`src/rtl/dvd_pkg.sv`:
```
// ============================================================================
// dvd_pkg: shared definitions for the pipelined restoring divider
// Holds the operand width and the stage and result types that the division
// steps, the output skid stage and the top level have in common.
// ============================================================================
package dvd_pkg;

    // Width of the arithmetic. The channel fields stay at FIELD_WIDTH bits.
    // Only the low DATA_WIDTH bits of the operands are used. Results are
    // zero-extended. DATA_WIDTH may range from 8 to 64.
    localparam int DATA_WIDTH  = 64;
    localparam int FIELD_WIDTH = 64;

    // State of one word as it moves down the division pipeline.
    // qn starts as the dividend magnitude. Each step shifts one dividend bit
    // out at the top and one quotient bit in at the bottom.
    typedef struct packed {
        logic [DATA_WIDTH-1:0] qn;
        logic [DATA_WIDTH-1:0] rem;
        logic [DATA_WIDTH-1:0] den;
        logic                  neg_q;
        logic                  neg_r;
        logic                  zero;
    } stage_t;

    typedef struct packed {
        logic [FIELD_WIDTH-1:0] quotient;
        logic [FIELD_WIDTH-1:0] remainder;
    } result_t;

endpackage

```
`src/rtl/dvd_skid.sv`:
```
// ============================================================================
// dvd_skid: output skid register
// Catches the last pipeline word when the receiver stalls, so that the
// pipeline stall signal comes straight from a flip-flop.
// ============================================================================
module dvd_skid (
    input  logic             clk,
    input  logic             rst_n,
    input  logic             in_valid,
    input  dvd_pkg::result_t in_data,
    output logic             advance,
    output logic             out_valid,
    output dvd_pkg::result_t out_data,
    input  logic             out_ready
);

    logic             skid_valid_reg;
    logic             skid_valid_next;
    dvd_pkg::result_t skid_data_reg;

    always_comb
    begin
        skid_valid_next = skid_valid_reg;
        if (skid_valid_reg && out_ready)
        begin
            skid_valid_next = 1'b0;
        end
        else if (!skid_valid_reg && in_valid && !out_ready)
        begin
            skid_valid_next = 1'b1;
        end
    end

    always_ff @(posedge clk or negedge rst_n)
    begin
        if (!rst_n)
        begin
            skid_valid_reg <= 1'b0;
        end
        else
        begin
            skid_valid_reg <= skid_valid_next;
        end
    end

    always_ff @(posedge clk)
    begin
        if (!skid_valid_reg)
        begin
            skid_data_reg <= in_data;
        end
    end

    assign advance   = ~skid_valid_reg;
    assign out_valid = skid_valid_reg | in_valid;
    assign out_data  = skid_valid_reg ? skid_data_reg : in_data;

endmodule

```
`config.mk`:
```
export PLATFORM = sky130hd
export DESIGN_NAME = dvd_skid
export DESIGN_NICKNAME = d
export VERILOG_FILES = /design/src/rtl/dvd_pkg.sv /design/src/rtl/dvd_skid.sv
export SDC_FILE = /design/constraint.sdc
export NUM_CORES = 1
export LEC_CHECK = 0
export BUFFER_PORTS_ARGS = -buffer_cell sky130_fd_sc_hd__clkbuf_2
export CORE_MARGIN = 4
export CORE_UTILIZATION = 42
export CTS_CLUSTER_DIAMETER = 50
export DETAILED_ROUTE_END_ITERATION = 8
export HOLD_SLACK_MARGIN = 0.06
export PLACE_DENSITY = 0.82
export SYNTH_ARGS = -nofsm -noshare
export SYNTH_HDL_FRONTEND = slang
export SYNTH_SLANG_ARGS = --single-unit
```
`constraint.sdc`:
```
create_clock -name clk -period 1.5 [get_ports clk]
set_clock_uncertainty 0.1 [all_clocks]
set_input_delay 0.075 -clock clk [delete_from_list [all_inputs] [get_ports clk]]
set_output_delay 0.075 -clock clk [all_outputs]
set_load 0.01 [all_outputs]
```
==> impl_metrics.csv <==
group,metric,value,unit
synthesis,yosys-top-cells-area,"dfxtp_1 57%, mux2_4 29%, mux2_2 10%, buf_6 2.5%, dfrtp_1 0.55%",
timing,rsz0062_at_grt,"true",
clock_tree,clk_latency,0.52,ns
power_and_ir_drop,max-vdd-ir-drop,0.942,mV
worst_setup_path,required,1.32,ns
cells_and_area,final_common_cell,"clkbuf_2",
synthesis,synth_cell_types,10,
die,row_count,37,
global_route,grt_antenna_before_repair,0,
worst_setup_path,path_buf_inv,3,
worst_setup_path,critical_path.max_stage_delay,0.51,ns
timing,fin_crit,2.02,ns
routing,dr.pass1.iters,4,
run_status,outcome,"finished with violations",
synthesis,avgSynthCellArea,16.4,sq um
die,fp.dieW,112,microns
power_and_ir_drop,p_leak,0.00405,uW
timing,maxSlewViolCount,0,
flow_run,max_cap_viol_count,0,
die,dieArea,12500,sq um
place,place_hpwl,8530,microns
run_status,violations,"negative setup slack",
die,die-height,112,microns
cells_and_area,nFillCells,562,
timing,hold_viol_final,0,
die,start_util,0.434,
timing,worst_slack,-0.519,ns
worst_setup_path,cpLargestDelayFamily,"flip-flops",
timing,fin_crit_sh,1.35,
synthesis,ys_ff_latch,129,
worst_setup_path,cpMaxStageDelayCell,"dfrtp_4",
cells_and_area,nNetsFinal,828,
worst_setup_path,crit_path_start_kind,"flop",
global_route,grt_max_degree,26,
place,gp_congestion,0.870,
clock_tree,clock_path_buffers,2,
cells_and_area,final_cell_mix,"251 x clkbuf_2, 132 x dlygate4sd3_1, 128 x dfxtp_1",
clock_tree,cts_tree,"built",
timing,worstMarginPinSlew,0.303,ns
cells_and_area,final_cells,845,
synthesis,syn_nets,407,
synthesis,synth_top_area_frac,0.567,
worst_setup_path,crit_chain,"buf_12 -> clkbuf_16 -> mux2_4 -> clkbuf_2",
routing,vias,3919,
power_and_ir_drop,cellPowerDensity,1240,nW/um^2
timing,setup_tns,-60.23,ns
worst_setup_path,arrival,1.84,ns
worst_setup_path,crit_fanout,12,
worst_setup_path,crit_path_end_kind,"output pin",
synthesis,ys_seq_area_frac,0.572,
min_path,hold_class,"in -> reg",
place,place_ws,0.0163,ns
place,dp.cells,673,
place,io_buffers,261,
timing,hold_ws,0.225,ns
clock_tree,clock_sinks,129,
timing,finalSetupViolCount,130,
die,pin_count,262,
global_route,grt_pass1_vias,4534,
power_and_ir_drop,p_total,10100,uW
cells_and_area,num_antenna_cells,0,
worst_setup_path,reg2reg_slack,0.04,ns
routing,drt_iter0_markers,189,
routing,routedWlPerCell,18.9,microns
cells_and_area,syn_to_final_growth,80.5,%
synthesis,ys_warn_count,0,
cells_and_area,largest_reg_flops,128,
timing,relSlewSlack,0.798,
synthesis,mappedNetlistArea,4520,sq um
worst_setup_path,critPathKind,"reg -> out",
global_route,grt_usage,0.246,
routing,detail-route-antenna-nets,0,
synthesis,synth_area_leader_cell,"dfxtp_1",
routing,wirelength,16000,microns
routing,viasPerCell,4.64,
clock_tree,clock-root-buffer,"clkbuf_8",
clock_tree,cts_htree_levels,4,
cells_and_area,final_layout_size_suffix_gt1_frac,0.628,
global_route,grt_pass1_wl,23900,microns
synthesis,synthCells,275,
global_route,overflow,0,
clock_tree,path_clk_slew,0.06,ns
clock_tree,cts_buffers,17,
timing,max_clock_freq,0.495,GHz
routing,drc_errors,0,
die,coreArea,10400,sq um
-- cells in the mapped netlist --
cell type / number
dfxtp_1: 128
mux2_4: 87
mux2_2: 41
buf_6: 10
buf_2: 4
buf_8: 1
dfrtp_1: 1
inv_1: 1
o21ba_2: 1
or2_1: 1
-- logic make-up after synthesis --
group                  share of synthesized area
flip-flops                                 0.572
multiplexers                               0.391
buffers and inverters                     0.0335
AO/OA/AOI/OAI                            0.00221
AND/OR/NAND/NOR                          0.00138
-- worst min-delay path: stages --
cell           delay, ns
dlygate4sd3_1       0.52
clkbuf_2            0.09
mux2_4              0.13
-- repair_timing --
item | 4_1_cts | 5_1_grt
gates resized for setup | 4 | 24
endpoints found under the hold margin | 130 | 0
hold buffers | 132 | 0
setup buffers | 2 | 5
cloned | 0 | 2
endpoints found under the setup margin | 130 | 130
-- cell type report --
| class | instances | area (sq um) | area share |
|---|---|---|---|
| clock inverters | 9 | 129 | 0.0158 |
| clock buffers | 23 | 477 | 0.0584 |
| well taps | 136 | 170 | 0.0208 |
| flip-flops and latches | 129 | 2590 | 0.317 |
| multi-input cells | 130 | 1790 | 0.219 |
| inverters | 1 | 3.75 | 0.000460 |
| repair buffers | 417 | 3000 | 0.368 |
-- where the power goes --
group	internal [uW]	leakage (uW)	switching [uW]	total, uW
sequential	3800	0.00109	135	3930
combinational	1180	0.00266	841	2020
clock	2700	0.000294	1470	4170
-- path summary, 6_finish.rpt --
kind,from,endpoint,depth (start not counted)
min in group asynchronous,rst_n,skid_valid_reg,3
min,in_data[48],skid_data_reg[48],3
max,skid_valid_reg,out_data[59],4
max reg2reg,skid_valid_reg,skid_data_reg[34],4
min reg2reg,skid_data_reg[111],skid_data_reg[111],1
max in group asynchronous,rst_n,skid_valid_reg,3
-- through the flow --
step                utilization  instance area (sq um)
detailed placement        0.581                   6050
CTS                       0.769                   8010
global route              0.784                   8160
finish                    0.784                   8160
global placement          0.581                   6050
floorplan                     -                   4520
-- per-layer routing --
layer / GRT usage / vias up / routed length [microns]
met5: 0 / - / 0
met2: 0.461 / 202 / 8900
met4: 0.144 / 0 / 650
li1: - / 1797 / -
met3: 0.0864 / 56 / 1150
met1: 0.227 / 1864 / 5310
(Power assumes the default switching activity.)
