$ cat src/rtl/dvd_pkg.sv
// ============================================================================
// dvd_pkg: shared definitions for the pipelined restoring divider
// Holds the operand width and the stage and result types that the division
// steps, the output skid stage and the top level have in common.
// ============================================================================
package dvd_pkg;

    // Width of the arithmetic. The channel fields stay at FIELD_WIDTH bits.
    // Only the low DATA_WIDTH bits of the operands are used. Results are
    // zero-extended. DATA_WIDTH may range from 8 to 64.
    localparam int DATA_WIDTH  = 64;
    localparam int FIELD_WIDTH = 64;

    // State of one word as it moves down the division pipeline.
    // qn starts as the dividend magnitude. Each step shifts one dividend bit
    // out at the top and one quotient bit in at the bottom.
    typedef struct packed {
        logic [DATA_WIDTH-1:0] qn;
        logic [DATA_WIDTH-1:0] rem;
        logic [DATA_WIDTH-1:0] den;
        logic                  neg_q;
        logic                  neg_r;
        logic                  zero;
    } stage_t;

    typedef struct packed {
        logic [FIELD_WIDTH-1:0] quotient;
        logic [FIELD_WIDTH-1:0] remainder;
    } result_t;

endpackage

$ cat src/rtl/dvd_step.sv
// ============================================================================
// dvd_step: one registered stage of restoring division
// Brings down one dividend bit, trial-subtracts the divisor and keeps the
// difference when it does not go negative, producing one quotient bit.
// ============================================================================
module dvd_step (
    input  logic            clk,
    input  logic            rst_n,
    input  logic            en,
    input  logic            in_valid,
    input  dvd_pkg::stage_t in_stage,
    output logic            out_valid,
    output dvd_pkg::stage_t out_stage
);

    logic                        valid_reg;
    dvd_pkg::stage_t             stage_reg;
    dvd_pkg::stage_t             stage_next;
    logic [dvd_pkg::DATA_WIDTH:0] shifted;
    logic [dvd_pkg::DATA_WIDTH:0] diff;
    logic                        fits;

    always_comb
    begin
        // The partial remainder is one bit wider than the divisor so that the
        // carry out of the shift takes part in the compare.
        shifted    = {in_stage.rem, in_stage.qn[dvd_pkg::DATA_WIDTH-1]};
        diff       = shifted - {1'b0, in_stage.den};
        fits       = ~diff[dvd_pkg::DATA_WIDTH];
        stage_next = in_stage;
        stage_next.rem = fits ? diff[dvd_pkg::DATA_WIDTH-1:0]
                              : shifted[dvd_pkg::DATA_WIDTH-1:0];
        stage_next.qn  = {in_stage.qn[dvd_pkg::DATA_WIDTH-2:0], fits};
    end

    always_ff @(posedge clk or negedge rst_n)
    begin
        if (!rst_n)
        begin
            valid_reg <= 1'b0;
        end
        else if (en)
        begin
            valid_reg <= in_valid;
        end
    end

    always_ff @(posedge clk)
    begin
        if (en)
        begin
            stage_reg <= stage_next;
        end
    end

    assign out_valid = valid_reg;
    assign out_stage = stage_reg;

endmodule

$ cat config.mk
export PLATFORM = sky130hd
export DESIGN_NAME = dvd_step
export DESIGN_NICKNAME = d
export VERILOG_FILES = /design/src/rtl/dvd_pkg.sv /design/src/rtl/dvd_step.sv
export SDC_FILE = /design/constraint.sdc
export NUM_CORES = 1
export LEC_CHECK = 0
export BUFFER_PORTS_ARGS = -buffer_cell sky130_fd_sc_hd__buf_4
export CAP_MARGIN = 20
export CORE_MARGIN = 3
export CORE_UTILIZATION = 45
export DETAILED_ROUTE_END_ITERATION = 8
export GPL_ROUTABILITY_DRIVEN = 1
export PLACE_DENSITY_LB_ADDON = 0.08
export SLEW_MARGIN = 20
export SYNTH_ARGS = -nofsm -noshare
export SYNTH_HDL_FRONTEND = slang
export SYNTH_SLANG_ARGS = --single-unit
$ cat constraint.sdc
create_clock -name clk -period 1 [get_ports clk]
set_input_delay 0.2 -clock clk [delete_from_list [all_inputs] [get_ports clk]]
set_output_delay 0.2 -clock clk [all_outputs]
set_load 0.005 [all_outputs]
==> results.py <==
metrics = {
    "run_status": {
        "outcome": "complete, but fails checks",
        "violations": "setup timing",
    },
    "logic_synthesis": {
        "synth_area_um2": 11100,
        "yosysTopAreaCellShare_pct": 52.8,
        "yosys.area.top_type": "edfxtp_1",
        "avgSynthCellArea_um2": 11.5,
        "synth-edff-count": 195,
        "synthCells": 960,
        "synthTopCellsByArea": "edfxtp_1, ha_1, mux2_2",
        "yosysSeqAreaShare_pct": 53.1,
        "ys_warn_count": 0,
        "synth.distinct_cells": 76,
        "synth_flop_cell": "edfxtp_1",
        "ys_async_sr_fraction_pct": 0.510,
        "syn_nets": 1224,
        "ys_ff_latch": 196,
    },
    "global_routing": {
        "grt_max_degree": 50,
        "overflow": 0,
        "antenna_found_initial": 3,
        "grt_pass1_wl_um": 64500,
        "first_global_vias": 11600,
        "grt.total_usage_pct": 31.4,
    },
    "pwr": {
        "powerDensity_nw_per_um2": 1430,
        "vdd_ir_drop_max_uv": 1070,
        "total_power_mw": 28.8,
        "leakagePower_nw": 9.06,
    },
    "drt": {
        "num_vias": 11400,
        "first_pass_iters": 5,
        "drc": 0,
        "wire_per_inst_um": 21.8,
        "routed_wirelength_um": 46200,
        "vias_per_cell": 5.40,
        "drtAntennaViolNets": 0,
        "drt-initial-drc-count": 879,
    },
    "timing": {
        "setup_viol": 261,
        "grt_setup_unrepaired": "true",
        "fin_hold_ws_ns": 0.0381,
        "fin_skew_ns": 0,
        "drv_slew": 0,
        "max-slew-margin-rel_pct": 60.5,
        "tightestPinTransition_ns": 0.587,
        "final-hold-violation-count": 0,
        "finalCritPeriodShare_pct": 291,
        "max_freq_mhz": 343,
        "fin_crit_ns": 2.91,
        "postLayoutSetupSlackWorst_ns": -1.91,
    },
    "cells_and_area": {
        "fillers": 1315,
        "mostFrequentLayoutCells": "buf_4, edfxtp_1, dlygate4sd3_1",
        "final_common_cell": "buf_4",
        "drive_gt1_share_pct": 50.2,
        "final_core_utilization_pct": 84.2,
        "finalNetCount": 2043,
        "area_growth_pct": 81.0,
    },
    "worst_setup_path": {
        "ff2ff_setup_slack_ns": 0.24,
        "startpoint_type": "input pin",
        "max_stage_delay_ns": 0.30,
        "slowest_stage": "mux2_4",
        "end_kind": "flop",
        "crit_end": "out_stage[109]",
        "r2r-end": "out_valid",
        "r2r-start": "out_valid",
        "startpoint": "in_stage[54]",
        "critical_path_arrival_ns": 3.11,
        "r2r_cells": 1,
        "crit_fanout": 6,
        "worstPathRequired_ns": 1.20,
        "worstPathCellList": "buf_4, inv_1, ha_4, a21oi_1, o21ai_1, a21o_1, a21oi_1, o21ai_1, and3_1, buf_4, o211ai_1, and3_4, clkinv_8, buf_12, buf_12, mux2_4",
        "crit_type": "input pin to flop",
    },
    "clock_network": {
        "h-tree-depth": 4,
        "cts-root-buf": "clkbuf_16",
        "cts_tree": "built",
        "cts_max_path_buffers": 2,
        "clk_latency_ns": 0.45,
        "clk_pin_slew_ns": 0.09,
        "clkSinkCount": 196,
        "numCtsBuffers": 17,
    },
    "placement": {
        "gp_congestion": 0.891,
        "io_buffers": 394,
        "dpl.hpwl_um": 28800,
    },
    "floorplan": {
        "ios": 395,
        "start_util_pct": 46.5,
        "core_area_um2": 23800,
        "rows": 56,
        "die_w_um": 163,
        "die_y_um": 163,
        "dieArea_um2": 26500,
    },
    "worst_hold_path": {
        "hold_path.class": "input pin to flop",
    },
    "job": {
        "cap_violations": 0,
    },
}
==> logic make-up (layout without fill, tap and decap cells) <==
group / count (synthesis) / in the layout / share of synthesized area (%)
XOR/XNOR: 54 / 54 / 4.27
AO/OA/AOI/OAI: 240 / 240 / 14.2
AND/OR/NAND/NOR: 222 / 222 / 10.3
buffers and inverters: 123 / 955 / 4.72
adder cells (fa/ha/maj): 65 / 65 / 7.41
flip-flops: 196 / 196 / 53.1
other: 0 / 3 / 0
multiplexers: 60 / 60 / 6.03
==> final cells by class <==
class / count / area, um2 / share of cell area, %
multi-input combinational: 641 / 5440 / 27.1
clock buffer: 17 / 425 / 2.12
clock inverter: 15 / 240 / 1.20
antenna: 3 / 7.51 / 0.0374
sequential: 196 / 5880 / 29.3
inverter: 88 / 372 / 1.85
timing repair buffer: 835 / 7290 / 36.4
tap: 319 / 399 / 1.99
==> flip-flops by register name (all words and copies together) (netlist names) <==
signal,cells
out_stage,195
out_valid,1
==> worst max-delay path, delay by kind of cell <==
| kind | cells | cell delay [ns] |
|---|---|---|
| mux | 1 | 0.30 |
| compound gates | 6 | 1.09 |
| buf+inv | 6 | 0.73 |
| simple gates | 2 | 0.54 |
| fa+ha+maj | 1 | 0.23 |
==> power breakdown <==
part | switching [mW] | internal [mW] | total [mW]
Sequential | 0.444 | 10.2 | 10.6
Clock | 4.37 | 3.65 | 8.02
Combinational | 4.30 | 5.81 | 10.1
==> what timing repair did <==
item,4_1_cts,5_1_grt
cloned,4,0
hold endpoints to repair,129,0
gates resized for setup,167,106
endpoints found under the setup margin,261,261
buffers inserted,31,12
pin swaps,31,25
hold buffers,129,0
==> cell usage after synthesis, types with 3 or more instances <==
master	n
a211o_1	4
a211oi_1	6
a21boi_0	3
a21o_1	32
a21oi_1	78
a31o_2	5
a31oi_1	10
and2_1	3
and3_1	10
and4_1	5
buf_2	6
buf_4	4
buf_6	3
clkbuf_1	19
edfxtp_1	195
ha_1	64
inv_1	87
mux2_2	50
mux2i_1	9
nand2_1	67
nand2b_1	8
nand3_1	11
nand4_1	20
nor2_1	46
nor2b_1	13
nor3_1	14
nor4_1	4
o211ai_1	5
o21a_1	9
o21ai_0	41
o21bai_1	13
o31ai_1	6
or2_2	4
or3_1	4
xnor2_1	32
xor2_1	22
==> per-layer routing <==
layer  vias to the layer above  part of all wire [%]  global-route usage, %
met2                       551                    52                   56.4
li1                       5210                     -                      -
met1                      5530                    36                   36.5
met3                       118                   7.1                   6.03
met5                         -                     0                      0
met4                         0                   4.4                   13.2
==> stage by stage <==
stage	setup TNS (ns)	area, um2	instances	setup WS [ns]
final	-153.49	20100	2114	-1.91
after global placement	-143.95	16600	1911	-2.33
after detailed placement	-146.79	16600	1911	-2.38
after global routing	-161.29	20100	2114	-1.97
after CTS	-145.69	19600	2104	-1.77
after floorplan	-127.04	11300	960	-2.09
==> worst min path at each step <==
stage | cells past startpoint | from | end | slack (ns)
final | 2 | in_stage[58] | out_stage[58] | 0.04
after global routing | 2 | in_stage[58] | out_stage[58] | 0.02
after CTS | 2 | in_stage[58] | out_stage[58] | 0.02
after detailed placement | 1 | rst_n | out_valid | -0.02
after global placement | 1 | rst_n | out_valid | -0.03
after floorplan | 0 | rst_n | out_valid | -0.1
No activity file was read; power rests on OpenSTA's default activity.
